==> src/sv/crcfr_pkg.sv <==
package crcfr_pkg;

  localparam logic [7:0] SYNC_BYTE = 8'hAA;
  localparam logic [7:0] CRC_POLY  = 8'h1D;
  localparam logic [7:0] CRC_INIT  = 8'hFF;

  localparam logic [7:0] ID_JOINT  = 8'h10;
  localparam logic [7:0] ID_FORCE  = 8'h11;
  localparam logic [7:0] ID_ACK    = 8'h12;
  localparam logic [7:0] ID_MODE   = 8'h20;

  localparam logic [10:0] REC_SIZE_JOINT = 11'd5;
  localparam logic [10:0] REC_SIZE_FORCE = 11'd3;
  localparam logic [7:0]  RESULT_CAP     = 8'd31;

  typedef enum logic [1:0] {
    KIND_JOINT  = 2'd0,
    KIND_FORCE  = 2'd1,
    KIND_ACK    = 2'd2,
    KIND_INTENT = 2'd3
  } kind_e;

  typedef struct packed {
    logic       bank;
    kind_e      kind;
    logic [4:0] count;
    logic [7:0] lo;
    logic [7:0] hi;
  } job_t;

  typedef struct packed {
    logic       en;
    logic       bank;
    logic [6:0] idx;
    logic [7:0] data;
  } wr_t;

  function automatic logic [7:0] crc8_byte(input logic [7:0] c, input logic [7:0] d);
    logic [7:0] v;
    v = c ^ d;
    for (int b = 0; b < 8; b++) begin
      v = v[7] ? ((v << 1) ^ CRC_POLY) : (v << 1);
    end
    return v;
  endfunction

endpackage

==> src/sv/crcfr_front.sv <==
module crcfr_front import crcfr_pkg::*; #(
  parameter int unsigned MAX_PAYLOAD = 96
) (
  input  logic       clk_i,
  input  logic       rst_ni,
  input  logic       in_valid_i,
  output logic       in_ready_o,
  input  logic [7:0] rx_byte_i,
  input  logic [6:0] max_len_i,
  input  logic [7:0] mode_code_i,
  input  logic       q_full_i,
  output logic       push_o,
  output job_t       job_o,
  output wr_t        wr_o
);

  localparam logic [1:0] ST_SYNC    = 2'd0;
  localparam logic [1:0] ST_HEADER  = 2'd1;
  localparam logic [1:0] ST_PAYLOAD = 2'd2;
  localparam logic [1:0] ST_CRC     = 2'd3;

  logic [1:0] state_q;
  logic [1:0] hdr_q;
  logic [7:0] msg_q;
  logic [6:0] len_q;
  logic [6:0] idx_q;
  logic [7:0] crc_q;
  logic [7:0] b0_q;
  logic [7:0] b1_q;
  logic       bank_q;

  logic        accept;
  logic        too_long;
  logic [6:0]  idx_nxt;
  logic [10:0] need;
  logic        rec_ok;
  logic        ok;
  kind_e       kind;
  logic [4:0]  count;

  assign in_ready_o = !(((state_q == ST_PAYLOAD) || (state_q == ST_CRC)) && q_full_i);
  assign accept     = in_valid_i && in_ready_o;
  assign too_long   = (rx_byte_i > {1'b0, max_len_i}) || (32'(rx_byte_i) > MAX_PAYLOAD);
  assign idx_nxt    = idx_q + 7'd1;

  // classify the finished frame
  assign need   = 11'(b0_q) * ((msg_q == ID_JOINT) ? REC_SIZE_JOINT : REC_SIZE_FORCE) + 11'd1;
  assign rec_ok = (len_q != 7'd0) && (b0_q != 8'd0) && (need <= 11'(len_q));
  assign count  = (b0_q > RESULT_CAP) ? 5'(RESULT_CAP) : b0_q[4:0];

  always_comb begin
    ok   = 1'b0;
    kind = KIND_JOINT;
    unique case (msg_q)
      ID_JOINT: begin
        ok   = rec_ok;
        kind = KIND_JOINT;
      end
      ID_FORCE: begin
        ok   = rec_ok;
        kind = KIND_FORCE;
      end
      ID_ACK: begin
        ok   = (len_q >= 7'd2);
        kind = KIND_ACK;
      end
      ID_MODE: begin
        ok   = (len_q >= 7'd2) && (b0_q == mode_code_i);
        kind = KIND_INTENT;
      end
      default: begin
        ok   = 1'b0;
        kind = KIND_JOINT;
      end
    endcase
  end

  assign push_o      = accept && (state_q == ST_CRC) && (rx_byte_i == crc_q) && ok;
  assign job_o.bank  = bank_q;
  assign job_o.kind  = kind;
  assign job_o.count = count;
  assign job_o.lo    = b0_q;
  assign job_o.hi    = b1_q;

  assign wr_o.en   = accept && (state_q == ST_PAYLOAD);
  assign wr_o.bank = bank_q;
  assign wr_o.idx  = idx_q;
  assign wr_o.data = rx_byte_i;

  always_ff @(posedge clk_i or negedge rst_ni) begin
    if (!rst_ni) begin
      state_q <= ST_SYNC;
      hdr_q   <= 2'd0;
      msg_q   <= 8'd0;
      len_q   <= 7'd0;
      idx_q   <= 7'd0;
      crc_q   <= CRC_INIT;
      b0_q    <= 8'd0;
      b1_q    <= 8'd0;
      bank_q  <= 1'b0;
    end else if (accept) begin
      unique case (state_q)
        ST_SYNC: begin
          if (rx_byte_i == SYNC_BYTE) begin
            state_q <= ST_HEADER;
            hdr_q   <= 2'd0;
            crc_q   <= CRC_INIT;
          end
        end
        ST_HEADER: begin
          crc_q <= crc8_byte(crc_q, rx_byte_i);
          case (hdr_q)
            2'd0: hdr_q <= 2'd1;
            2'd1: begin
              msg_q <= rx_byte_i;
              hdr_q <= 2'd2;
            end
            default: begin
              hdr_q <= 2'd0;
              idx_q <= 7'd0;
              if (too_long) begin
                state_q <= ST_SYNC;
                len_q   <= 7'd0;
              end else begin
                len_q   <= rx_byte_i[6:0];
                state_q <= (rx_byte_i == 8'd0) ? ST_CRC : ST_PAYLOAD;
              end
            end
          endcase
        end
        ST_PAYLOAD: begin
          crc_q <= crc8_byte(crc_q, rx_byte_i);
          if (idx_q == 7'd0) b0_q <= rx_byte_i;
          if (idx_q == 7'd1) b1_q <= rx_byte_i;
          if (idx_nxt >= len_q) begin
            state_q <= ST_CRC;
            idx_q   <= 7'd0;
          end else begin
            idx_q <= idx_nxt;
          end
        end
        default: begin
          state_q <= ST_SYNC;
          hdr_q   <= 2'd0;
          idx_q   <= 7'd0;
          len_q   <= 7'd0;
          if (push_o) bank_q <= ~bank_q;
        end
      endcase
    end
  end

endmodule

==> src/sv/crcfr_queue.sv <==
module crcfr_queue import crcfr_pkg::*; (
  input  logic clk_i,
  input  logic rst_ni,
  input  logic push_i,
  input  job_t job_i,
  input  logic pop_i,
  output logic full_o,
  output logic valid_o,
  output job_t head_o
);

  job_t       mem_q [2];
  logic       wptr_q;
  logic       rptr_q;
  logic [1:0] cnt_q;

  assign full_o  = (cnt_q == 2'd2);
  assign valid_o = (cnt_q != 2'd0);
  assign head_o  = mem_q[rptr_q];

  always_ff @(posedge clk_i) begin
    if (push_i) mem_q[wptr_q] <= job_i;
  end

  always_ff @(posedge clk_i or negedge rst_ni) begin
    if (!rst_ni) begin
      wptr_q <= 1'b0;
      rptr_q <= 1'b0;
      cnt_q  <= 2'd0;
    end else begin
      if (push_i) wptr_q <= ~wptr_q;
      if (pop_i) rptr_q <= ~rptr_q;
      cnt_q <= cnt_q + 2'(push_i) - 2'(pop_i);
    end
  end

endmodule

==> src/sv/crcfr_back.sv <==
module crcfr_back import crcfr_pkg::*; #(
  parameter int unsigned MAX_PAYLOAD = 96
) (
  input  logic               clk_i,
  input  logic               rst_ni,
  input  wr_t                wr_i,
  input  logic               job_valid_i,
  input  job_t               job_i,
  output logic               pop_o,
  output logic               out_valid_o,
  input  logic               out_ready_i,
  output logic [1:0]         kind_o,
  output logic [7:0]         motor_id_o,
  output logic signed [15:0] position_q15_o,
  output logic signed [15:0] velocity_q15_o,
  output logic [15:0]        force_millinewton_o,
  output logic [15:0]        ack_value_o,
  output logic [7:0]         intent_id_o,
  output logic               last_o
);

  localparam int unsigned DEPTH = 2 * MAX_PAYLOAD;
  localparam int unsigned AW    = $clog2(DEPTH);

  localparam logic [1:0] B_IDLE = 2'd0;
  localparam logic [1:0] B_READ = 2'd1;
  localparam logic [1:0] B_CAPT = 2'd2;
  localparam logic [1:0] B_EMIT = 2'd3;

  logic [7:0] mem [DEPTH];
  logic [7:0] rd_data_q;

  logic [1:0] st_q;
  logic [6:0] idx_q;
  logic [2:0] k_q;
  logic [4:0] left_q;
  logic [7:0] rec_q [5];

  logic        out_valid_q;
  logic [1:0]  kind_q;
  logic [7:0]  motor_q;
  logic [15:0] pos_q;
  logic [15:0] vel_q;
  logic [15:0] force_q;
  logic [15:0] ack_q;
  logic [7:0]  intent_q;
  logic        last_q;

  logic [AW-1:0] rd_addr;
  logic [AW-1:0] wr_addr;
  logic          simple;
  logic          is_joint;
  logic          is_force;
  logic [2:0]    k_last;
  logic          out_free;
  logic          load;
  logic          fin;

  assign rd_addr  = (job_i.bank ? AW'(MAX_PAYLOAD) : AW'(0)) + AW'(idx_q);
  assign wr_addr  = (wr_i.bank ? AW'(MAX_PAYLOAD) : AW'(0)) + AW'(wr_i.idx);
  assign is_joint = (job_i.kind == KIND_JOINT);
  assign is_force = (job_i.kind == KIND_FORCE);
  assign simple   = !is_joint && !is_force;
  assign k_last   = is_joint ? 3'd4 : 3'd2;
  assign out_free = !out_valid_q || out_ready_i;
  assign load     = (st_q == B_EMIT) && out_free;
  assign fin      = simple || (left_q == 5'd1);
  assign pop_o    = load && fin;

  always_ff @(posedge clk_i) begin
    if (wr_i.en) mem[wr_addr] <= wr_i.data;
    rd_data_q <= mem[rd_addr];
  end

  always_ff @(posedge clk_i or negedge rst_ni) begin
    if (!rst_ni) begin
      st_q   <= B_IDLE;
      idx_q  <= 7'd0;
      k_q    <= 3'd0;
      left_q <= 5'd0;
    end else begin
      unique case (st_q)
        B_IDLE: begin
          if (job_valid_i) begin
            idx_q  <= 7'd1;
            k_q    <= 3'd0;
            left_q <= job_i.count;
            st_q   <= simple ? B_EMIT : B_READ;
          end
        end
        B_READ: st_q <= B_CAPT;
        B_CAPT: begin
          idx_q <= idx_q + 7'd1;
          if (k_q == k_last) begin
            st_q <= B_EMIT;
          end else begin
            k_q  <= k_q + 3'd1;
            st_q <= B_READ;
          end
        end
        default: begin
          if (load) begin
            k_q <= 3'd0;
            if (fin) begin
              st_q <= B_IDLE;
            end else begin
              left_q <= left_q - 5'd1;
              st_q   <= B_READ;
            end
          end
        end
      endcase
    end
  end

  always_ff @(posedge clk_i) begin
    if (st_q == B_CAPT) rec_q[k_q] <= rd_data_q;
  end

  always_ff @(posedge clk_i or negedge rst_ni) begin
    if (!rst_ni) begin
      out_valid_q <= 1'b0;
    end else if (load) begin
      out_valid_q <= 1'b1;
    end else if (out_ready_i) begin
      out_valid_q <= 1'b0;
    end
  end

  always_ff @(posedge clk_i) begin
    if (load) begin
      kind_q   <= job_i.kind;
      motor_q  <= simple ? 8'd0 : rec_q[0];
      pos_q    <= is_joint ? {rec_q[2], rec_q[1]} : 16'd0;
      vel_q    <= is_joint ? {rec_q[4], rec_q[3]} : 16'd0;
      force_q  <= is_force ? {rec_q[2], rec_q[1]} : 16'd0;
      ack_q    <= (job_i.kind == KIND_ACK) ? {job_i.hi, job_i.lo} : 16'd0;
      intent_q <= (job_i.kind == KIND_INTENT) ? job_i.hi : 8'd0;
      last_q   <= fin;
    end
  end

  assign out_valid_o         = out_valid_q;
  assign kind_o              = kind_q;
  assign motor_id_o          = motor_q;
  assign position_q15_o      = pos_q;
  assign velocity_q15_o      = vel_q;
  assign force_millinewton_o = force_q;
  assign ack_value_o         = ack_q;
  assign intent_id_o         = intent_q;
  assign last_o              = last_q;

endmodule

==> src/sv/crc8_frame_receiver_decoder.sv <==
// One received byte is taken per cycle while the queue to the record unit has room.
// Ack and intent frames go from the queue to the output register without a payload
// RAM read; joint records read five payload bytes and force records three, each byte
// read and captured before the output register loads. Up to two decoded frames overlap.
// Reset clears the parser, queue and output valid; payload RAM contents stay undefined.
module crc8_frame_receiver_decoder import crcfr_pkg::*; #(
  parameter int unsigned MAX_PAYLOAD = 96
) (
  input  logic               clk_i,
  input  logic               rst_ni,
  input  logic               psel,
  input  logic               penable,
  input  logic               pwrite,
  input  logic [2:0]         paddr,
  input  logic [31:0]        pwdata,
  output logic [31:0]        prdata,
  output logic               pready,
  input  logic               in_valid_i,
  output logic               in_ready_o,
  input  logic [7:0]         rx_byte_i,
  output logic               out_valid_o,
  input  logic               out_ready_i,
  output logic [1:0]         kind_o,
  output logic [7:0]         motor_id_o,
  output logic signed [15:0] position_q15_o,
  output logic signed [15:0] velocity_q15_o,
  output logic [15:0]        force_millinewton_o,
  output logic [15:0]        ack_value_o,
  output logic [7:0]         intent_id_o,
  output logic               last_o
);

  localparam logic REG_MAX_LEN = 1'b0;
  localparam logic REG_MODE    = 1'b1;

  logic [6:0] max_len_q;
  logic [7:0] mode_q;
  logic       cfg_wr;

  logic push;
  logic pop;
  logic q_full;
  logic q_valid;
  job_t job_in;
  job_t job_head;
  wr_t  wr;

  assign pready = 1'b1;
  assign cfg_wr = psel && penable && pwrite;

  always_ff @(posedge clk_i or negedge rst_ni) begin
    if (!rst_ni) begin
      max_len_q <= 7'd96;
      mode_q    <= 8'd8;
    end else if (cfg_wr) begin
      unique case (paddr[2])
        REG_MAX_LEN: max_len_q <= pwdata[6:0];
        REG_MODE:    mode_q    <= pwdata[7:0];
        default:     mode_q    <= mode_q;
      endcase
    end
  end

  assign prdata = (paddr[2] == REG_MODE) ? {24'd0, mode_q} : {25'd0, max_len_q};

  crcfr_front #(
    .MAX_PAYLOAD(MAX_PAYLOAD)
  ) u_front (
    .clk_i      (clk_i),
    .rst_ni     (rst_ni),
    .in_valid_i (in_valid_i),
    .in_ready_o (in_ready_o),
    .rx_byte_i  (rx_byte_i),
    .max_len_i  (max_len_q),
    .mode_code_i(mode_q),
    .q_full_i   (q_full),
    .push_o     (push),
    .job_o      (job_in),
    .wr_o       (wr)
  );

  crcfr_queue u_queue (
    .clk_i  (clk_i),
    .rst_ni (rst_ni),
    .push_i (push),
    .job_i  (job_in),
    .pop_i  (pop),
    .full_o (q_full),
    .valid_o(q_valid),
    .head_o (job_head)
  );

  crcfr_back #(
    .MAX_PAYLOAD(MAX_PAYLOAD)
  ) u_back (
    .clk_i              (clk_i),
    .rst_ni             (rst_ni),
    .wr_i               (wr),
    .job_valid_i        (q_valid),
    .job_i              (job_head),
    .pop_o              (pop),
    .out_valid_o        (out_valid_o),
    .out_ready_i        (out_ready_i),
    .kind_o             (kind_o),
    .motor_id_o         (motor_id_o),
    .position_q15_o     (position_q15_o),
    .velocity_q15_o     (velocity_q15_o),
    .force_millinewton_o(force_millinewton_o),
    .ack_value_o        (ack_value_o),
    .intent_id_o        (intent_id_o),
    .last_o             (last_o)
  );

endmodule
==> config.mk <==
export PLATFORM = sky130hd
export DESIGN_NAME = crc8_frame_receiver_decoder
export DESIGN_NICKNAME = d
export VERILOG_FILES = /design/src/sv/crcfr_pkg.sv /design/src/sv/crcfr_front.sv /design/src/sv/crcfr_queue.sv /design/src/sv/crcfr_back.sv /design/src/sv/crc8_frame_receiver_decoder.sv
export SDC_FILE = /design/constraint.sdc
export NUM_CORES = 2
export LEC_CHECK = 0
export BUFFER_PORTS_ARGS = -buffer_cell sky130_fd_sc_hd__buf_2
export CORE_ASPECT_RATIO = 1.2
export CORE_MARGIN = 2
export CORE_UTILIZATION = 56
export DETAILED_ROUTE_END_ITERATION = 7
export PLACE_DENSITY = 0.73
export SKIP_LAST_GASP = 1
export SYNTH_ARGS = -nofsm -noshare
export SYNTH_HDL_FRONTEND = slang
export SYNTH_SLANG_ARGS = --single-unit
==> constraint.sdc <==
create_clock -name clk_i -period 8.27 [get_ports clk_i]
set_input_delay 1.654 -clock clk_i [delete_from_list [all_inputs] [get_ports clk_i]]
set_output_delay 1.654 -clock clk_i [all_outputs]
set_load 0.01 [all_outputs]
# After elaboration in Yosys (flattened, before gate mapping)
# Memory sizes are Yosys's and may differ from the RTL's. A register that Yosys moved wholly into a read port is not among the register bits.
# Cells that the tools add are included.
[totals]
elab_cells = 207
n_memories = 3
reg_bits = 147
output_inout_bits = 118
mem_bits_rw = 1624
in_bits = 50
[op_classes]
mul = 1
bitwise = 19
addsub = 9
n_mux = 57
magnitude_cmp = 6
reduce_logical = 60
eq_ne = 27
[memory_table]
columns = ["memory", "depth", "width", "read_ports", "rd_ports_with_merged_regs", "wr", "line_no", "text"]
rows = [
  ["u_back.mem", 192, 8, 1, 1, 1, "crcfr_back.sv:30", "logic [7:0] mem [DEPTH];"],
  ["u_queue.mem_q", 2, 24, 1, 0, 1, "crcfr_queue.sv:12", "job_t mem_q [2];"],
  ["u_back.rec_q", 5, 8, 5, 3, 1, "crcfr_back.sv:37", "logic [7:0] rec_q [5];"],
]
[ops]
columns = ["cell", "n"]
rows = [
  ["$mux W5", 12],
  ["$mux W7", 7],
  ["$not A4 Y4", 8],
  ["$pmux W7 S2", 2],
  ["$eq A8 B5 Y1 const B", 3],
  ["$pmux W2 S3", 4],
  ["$reduce_and A3 Y1", 8],
  ["$pmux W7 S3", 1],
  ["$mux W2", 9],
  ["$add A8 B7 Y8", 2],
  ["$eq A8 B8 Y1", 2],
  ["$mux W8", 2],
  ["$pmux W8 S2", 1],
  ["$mux W3", 5],
  ["$add A7 B1 Y7 const B", 2],
  ["$eq A2 B2 Y1 const B", 7],
  ["$logic_and A1 B1 Y1", 14],
  ["$reduce_and A4 Y1", 3],
  ["$add A11 B1 Y11 const B", 1],
  ["$le A11 B7 Y1", 1],
  ["$mul A8 B11 Y11", 1],
  ["$mux W1", 10],
  ["$ne A2 B2 Y1 const B", 5],
  ["$not A1 Y1", 10],
  ["34 further kinds", 59],
]

# Depth between registers and ports, before layout
[logic_depth]
ltp_word = 18
mapped_depth = 20
depth_no_buf = 19

# Modules after synthesis
# A second synthesis with hierarchy kept.
[unflattened]
hier_cells = 3741
hier_area_um2 = 72145.4
[modules_own_cells]
columns = ["module", "seq_area_each_um2", "area_per_inst_um2", "cells_each", "n_inst"]
rows = [
  ["crcfr_back", 50428.4, 65292.6, 3166, 1],
  ["crcfr_front", 1286.2, 3933.8, 417, 1],
  ["crcfr_queue", 1541.5, 2033.2, 90, 1],
  ["crc8_frame_receiver_decoder", 379.1, 885.8, 68, 1],
]

# Worst setup path before layout
# No wires, ideal clock.
[synth_timing]
kind = "register -> register"
start = "register u_front.msg_q[3]"
end = "memory u_queue.mem_q[1][0] (netlist name) (enable)"
required_ns = 7.830
slack_ns = 1.751
path_stages_with_launch = 19
period_less_slack_ns = 6.519
n_path_buf = 1
arrival_time_ns = 6.078
cell_sequence = "dfrtp_1 -> or4_1 -> nor3b_1 -> nor2b_1 -> clkbuf_1 -> mux2_2 -> ha_1 -> inv_1 -> fa_1 -> nor2b_1 -> o31a_1 -> a21oi_1 -> ha_1 -> a21o_1 -> a21oi_1 -> a21oi_1 -> a22oi_1 -> a41oi_1 -> nor3b_1"
[synth_between]
elab_chain_cells = 10
[synth_rtl]
columns = ["element", "line_no", "text"]
rows = [
  ["from (decl)", "crcfr_front.sv:24", "logic [7:0] msg_q;"],
  ["from (signal assigned)", "crcfr_front.sv:115", "msg_q <= rx_byte_i;"],
  ["$eq A8 B5 Y1", "crcfr_front.sv:47, crcfr_front.sv:54", ""],
  ["$mux W3", "crcfr_front.sv:47", "assign need = 11'(b0_q) * ((msg_q == ID_JOINT) ? REC_SIZE_JOINT : REC_SIZE_FORCE) + 11'd1;"],
  ["$mul A8 B11 Y11", "crcfr_front.sv:47", ""],
  ["$add A11 B1 Y11", "crcfr_front.sv:47", ""],
  ["$le A11 B7 Y1", "crcfr_front.sv:48", "assign rec_ok = (len_q != 7'd0) && (b0_q != 8'd0) && (need <= 11'(len_q));"],
  ["$logic_and A1 B1 Y1", "crcfr_front.sv:48", ""],
  ["$pmux W1 S3 *", "crcfr_front.sv:54", "unique case (msg_q)"],
  ["$logic_and A1 B1 Y1 *", "crcfr_front.sv:78", "assign push_o = accept && (state_q == ST_CRC) && (rx_byte_i == crc_q) && ok;"],
  ["$mux W1 *", "crcfr_queue.sv:22", "if (push_i) mem_q[wptr_q] <= job_i;"],
  ["$mux W1 (implied by the code) *", "crcfr_queue.sv:22", ""],
  ["to (decl)", "crcfr_queue.sv:12", ""],
]
# Mark *: on every way between the ends. The rest lies on a longest branch, timed or not.

# Final worst setup path
[layout_timing]
start = "register u_front.msg_q[3]"
end = "memory u_queue.mem_q[1][8] (netlist name) (enable)"
# The elaborated chain is that of the path after synthesis.

==> out/results.tsv <==
metric	value	unit
syn_area	71800	sq um
antenna_found_initial	2	
register_area	53700	sq um
timing.critical_path.buf_inv	2	
path_class	reg -> reg	
die_area	131000	sq um
clkLatencyLatePin	0.80	ns
clock_path_buffers	3	
postCtsResizedCells	0	
cts.root.buffer_cell	sky130_fd_sc_hd__clkbuf_16	
holdPathEnd	u_queue.mem_q[0][3]$_DFFE_PP_	
vdd_ir_drop_max	0.223	mV
drv.max_cap_violation_count	0	
min_path_type	reg -> reg	
fin_util	0.624	
grt_max_degree	160	
clock_power_share	0.316	
rows	143	
fp.dieH	396	um
syn-instance-count	3687	
number_of_global_route_vias_before_repair	35525	
end_kind	flip-flop	
floorplan.initialDensity	0.566	
total_cts_buffers	166	
post-route-period-util	0.706	
synth.yosys.warnings	0	
place_congestion	0.858	
drtAntennaViolNets	0	
clock_tree.htree_level_count	4	
layout.nets	3939	
post_drt_via_cell_ratio	6.41	
setup_total_neg_slack	0	ns
internal_power	16800	uW
p_leak	0.0255	uW
synth_seq_cells	1803	
dr_total_vias	36099	
power_switching	6460	uW
worst_hold_startpoint	u_front.b1_q[3]$_DFFE_PN0P_	
report.final.slew_viol_count	0	
synth_top_cell_area_share	0.714	
period_minus_slack	5.84	ns
multi_input_comb_area	16800	sq um
core	127000	sq um
grt_setup_unrepaired	false	
fmax	171	MHz
postCtsHoldBufs	0	
numPortBuffers	116	
tightestPinTransition	1.16	ns
rr_endpoint	u_queue.mem_q[1][8]$_DFFE_PP_	
grt_remaining_overflow	0	
detail_route.wirelength	165000	um
critical_path.cell_chain	or4_1 > nor3b_1 > nor2b_1 > mux2_2 > ha_1 > inv_1 > fa_1 > nor2b_1 > o31a_1 > a21oi_1 > ha_1 > a21o_1 > a21oi_1 > nand3_1 > a22oi_1 > a41oi_1 > nor3b_2 > buf_4	
n_fill_cell	8472	
synthDistinctLibCells	76	
floorplan.die.width	331	um
finClkSkew	0.0223	ns
drt_pass1_iterations	6	
timing.reg2reg.setup_slack	2.43	ns
postSynthAreaPerCell	19.5	sq um
run_status	finished clean	
path_max_fanout	24	
ios	168	
swShare	0.277	
power.share.sequential	0.460	
critical-path-top-delay-family	simple AND/OR/NAND/NOR gates	
synth-edff-count	1707	
yosys-top-cells-area	sky130_fd_sc_hd__edfxtp_1 (71%), sky130_fd_sc_hd__mux4_2 (12%), sky130_fd_sc_hd__dfrtp_1 (2.7%), sky130_fd_sc_hd__nor2_1 (1.4%), sky130_fd_sc_hd__mux2i_1 (1.3%)	
layout.cells.non_filler	5629	
clkSinkCount	1803	
holdPathStages	0	
synth_area_leader_cell	sky130_fd_sc_hd__edfxtp_1	
cts.clk_slew.worst_paths	0.06	ns
share_of_post_route_cells_with_drive_strength_above_1	0.225	
track_usage	0.255	
highest_cell_delay_on_the_worst_timing_path	0.69	ns
buffers_inserted_during_post_cts_setup_optimization	0	
synth-async-reset-ratio	0.0488	
cp.arrival	6.29	ns
drc_errors	0	
final-hold-violation-count	0	
relative_slew_slack	0.223	
area_delta_synth_final	10.3	%
wl_per_cell	29.3	um
worstSetupStartpointType	flip-flop	
power_density	294	nW/um^2
r2r.worst_path.cells	18	
grt_first_pass_wirelength	241000	um
synth_ff_type	sky130_fd_sc_hd__edfxtp_1	
crit_required	8.73	ns
cts_tree	built	
crit-reg2reg-launch	u_front.msg_q[3]$_DFFE_PN0P_	
drt_iter0_drc	4498	
power.share.combinational	0.224	
cp_slowest_cell	sky130_fd_sc_hd__nor2b_1	
setup-violations-final	0	
place.detailed.hpwl	99500	um
post-place-cells	5327	
share_of_the_yosys_chip_area_belonging_to_registers	0.747	
cells in the final DEF, fill, tap and decap left out, types with 9 or more instances in the layout:
master and instances:
sky130_fd_sc_hd__mux4_2 376, sky130_fd_sc_hd__a22oi_1 61, sky130_fd_sc_hd__a21oi_1 59, sky130_fd_sc_hd__nand3_1 35
sky130_fd_sc_hd__mux2i_1 94, sky130_fd_sc_hd__ha_1 58, sky130_fd_sc_hd__inv_1 44, sky130_fd_sc_hd__clkbuf_16 170
sky130_fd_sc_hd__a22o_1 25, sky130_fd_sc_hd__xnor2_1 42, sky130_fd_sc_hd__nand2_1 85, sky130_fd_sc_hd__buf_2 107
sky130_fd_sc_hd__clkinv_1 35, sky130_fd_sc_hd__nor4_1 12, sky130_fd_sc_hd__nand2b_1 20, sky130_fd_sc_hd__edfxtp_1 1707
sky130_fd_sc_hd__inv_6 9, sky130_fd_sc_hd__nor2_1 260, sky130_fd_sc_hd__dfstp_2 11, sky130_fd_sc_hd__conb_1 26
sky130_fd_sc_hd__clkinv_2 24, sky130_fd_sc_hd__a221oi_1 30, sky130_fd_sc_hd__clkbuf_1 41, sky130_fd_sc_hd__dfrtp_1 72
sky130_fd_sc_hd__nand4_1 32, sky130_fd_sc_hd__nor2b_1 29, sky130_fd_sc_hd__o211ai_1 16, sky130_fd_sc_hd__buf_4 68
sky130_fd_sc_hd__and3_1 53, sky130_fd_sc_hd__mux2_2 65, sky130_fd_sc_hd__a31oi_1 13, sky130_fd_sc_hd__o22ai_1 22
sky130_fd_sc_hd__nor3_1 25, sky130_fd_sc_hd__a211oi_1 19, sky130_fd_sc_hd__bufinv_16 10, sky130_fd_sc_hd__and2_1 16
sky130_fd_sc_hd__o21ai_0 50
how the worst max path moves through the flow:
stage | startpoint | end | slack [ns] | depth (start not counted)
floorplan | u_front.msg_q[3]$_DFFE_PN0P_ | u_queue.mem_q[1][0]$_DFFE_PP_ | 1.75 | 18
global placement | u_front.msg_q[3]$_DFFE_PN0P_ | u_queue.mem_q[1][0]$_DFFE_PP_ | 2.48 | 18
detailed placement | u_front.msg_q[3]$_DFFE_PN0P_ | u_queue.mem_q[1][0]$_DFFE_PP_ | 2.42 | 18
CTS | u_front.msg_q[3]$_DFFE_PN0P_ | u_queue.mem_q[1][14]$_DFFE_PP_ | 2.40 | 18
global route | u_front.msg_q[3]$_DFFE_PN0P_ | u_queue.mem_q[1][8]$_DFFE_PP_ | 1.89 | 18
finish | u_front.msg_q[3]$_DFFE_PN0P_ | u_queue.mem_q[1][8]$_DFFE_PP_ | 2.43 | 18
cell usage after synthesis, drive strengths merged (14+ instances only):
cell       n
edfxtp  1707
mux4     376
nor2     262
clkbuf   123
buf      116
mux2i     96
nand2     85
dfrtp     77
mux2      65
a22oi     61
a21oi     59
ha        58
and3      53
o21ai     50
inv       44
xnor2     42
nand3     35
nand4     32
nor2b     32
a221oi    30
nor3      26
a22o      25
o22ai     22
a211oi    20
nand2b    20
and2      19
o211ai    16
nor4      14
logic make-up after synthesis:
| logic type | after synthesis | share of synthesized area |
|---|---|---|
| DFF | 1803 | 0.747 |
| and+or+nand+nor | 609 | 0.0407 |
| AOI/OAI and AO/OA | 343 | 0.0333 |
| buffers and inverters | 284 | 0.0203 |
| other | 2 | 0.000105 |
| xor gates and xnor gates | 48 | 0.00586 |
| adders and majority gates | 61 | 0.0109 |
| muxes | 537 | 0.142 |
layer usage:
metal,wire (um),vias up,global-route usage
li1,-,15203,-
met3,14200,315,0.0530
met5,0,-,0
met2,80800,1757,0.404
met1,64000,18824,0.358
met4,5920,0,0.0868
per-stage QoR:
| step | hold WS, ns | setup WS (ns) | total power, uW | area, sq um |
|---|---|---|---|---|
| floorplan | 0.438 | 1.75 | 14700 | 71900 |
| global placement | 0.446 | 2.48 | 16100 | 74000 |
| detailed placement | 0.457 | 2.42 | 16100 | 74000 |
| CTS | 0.468 | 2.40 | 23400 | 79100 |
| global route | 0.484 | 1.89 | 24100 | 79100 |
| finish | 0.467 | 2.43 | 23300 | 79100 |
state kept, by name, summed over array words and instances (netlist names), 16 cells and up:
| name | flops |
|---|---|
| u_back.mem | 1536 |
| u_back.ack_value_o | 16 |
| u_back.rec_q | 40 |
| u_back.velocity_q15_o | 16 |
| u_queue.mem_q | 48 |
| u_back.position_q15_o | 16 |
| u_back.force_millinewton_o | 16 |
area by class of cell:
type	count	area share
Antenna cell	2	0.0000632
Clock buffer	213	0.0560
Clock inverter	87	0.00919
Inverter	45	0.00213
Multi-Input combinational cell	1624	0.213
Sequential cell	1803	0.678
Tap cell	1667	0.0264
Timing Repair Buffer	188	0.0156
power groups by stage:
stage | sequential [uW] | combinational [uW] | clock [uW]
after detailed placement | 10900 | 5230 | 0
after CTS | 10700 | 5250 | 7420
after floorplan | 10800 | 3880 | 0
after global routing | 10800 | 5590 | 7770
final | 10700 | 5230 | 7350
after global placement | 10900 | 5170 | 0
No activity file was read; power rests on OpenSTA's default activity.
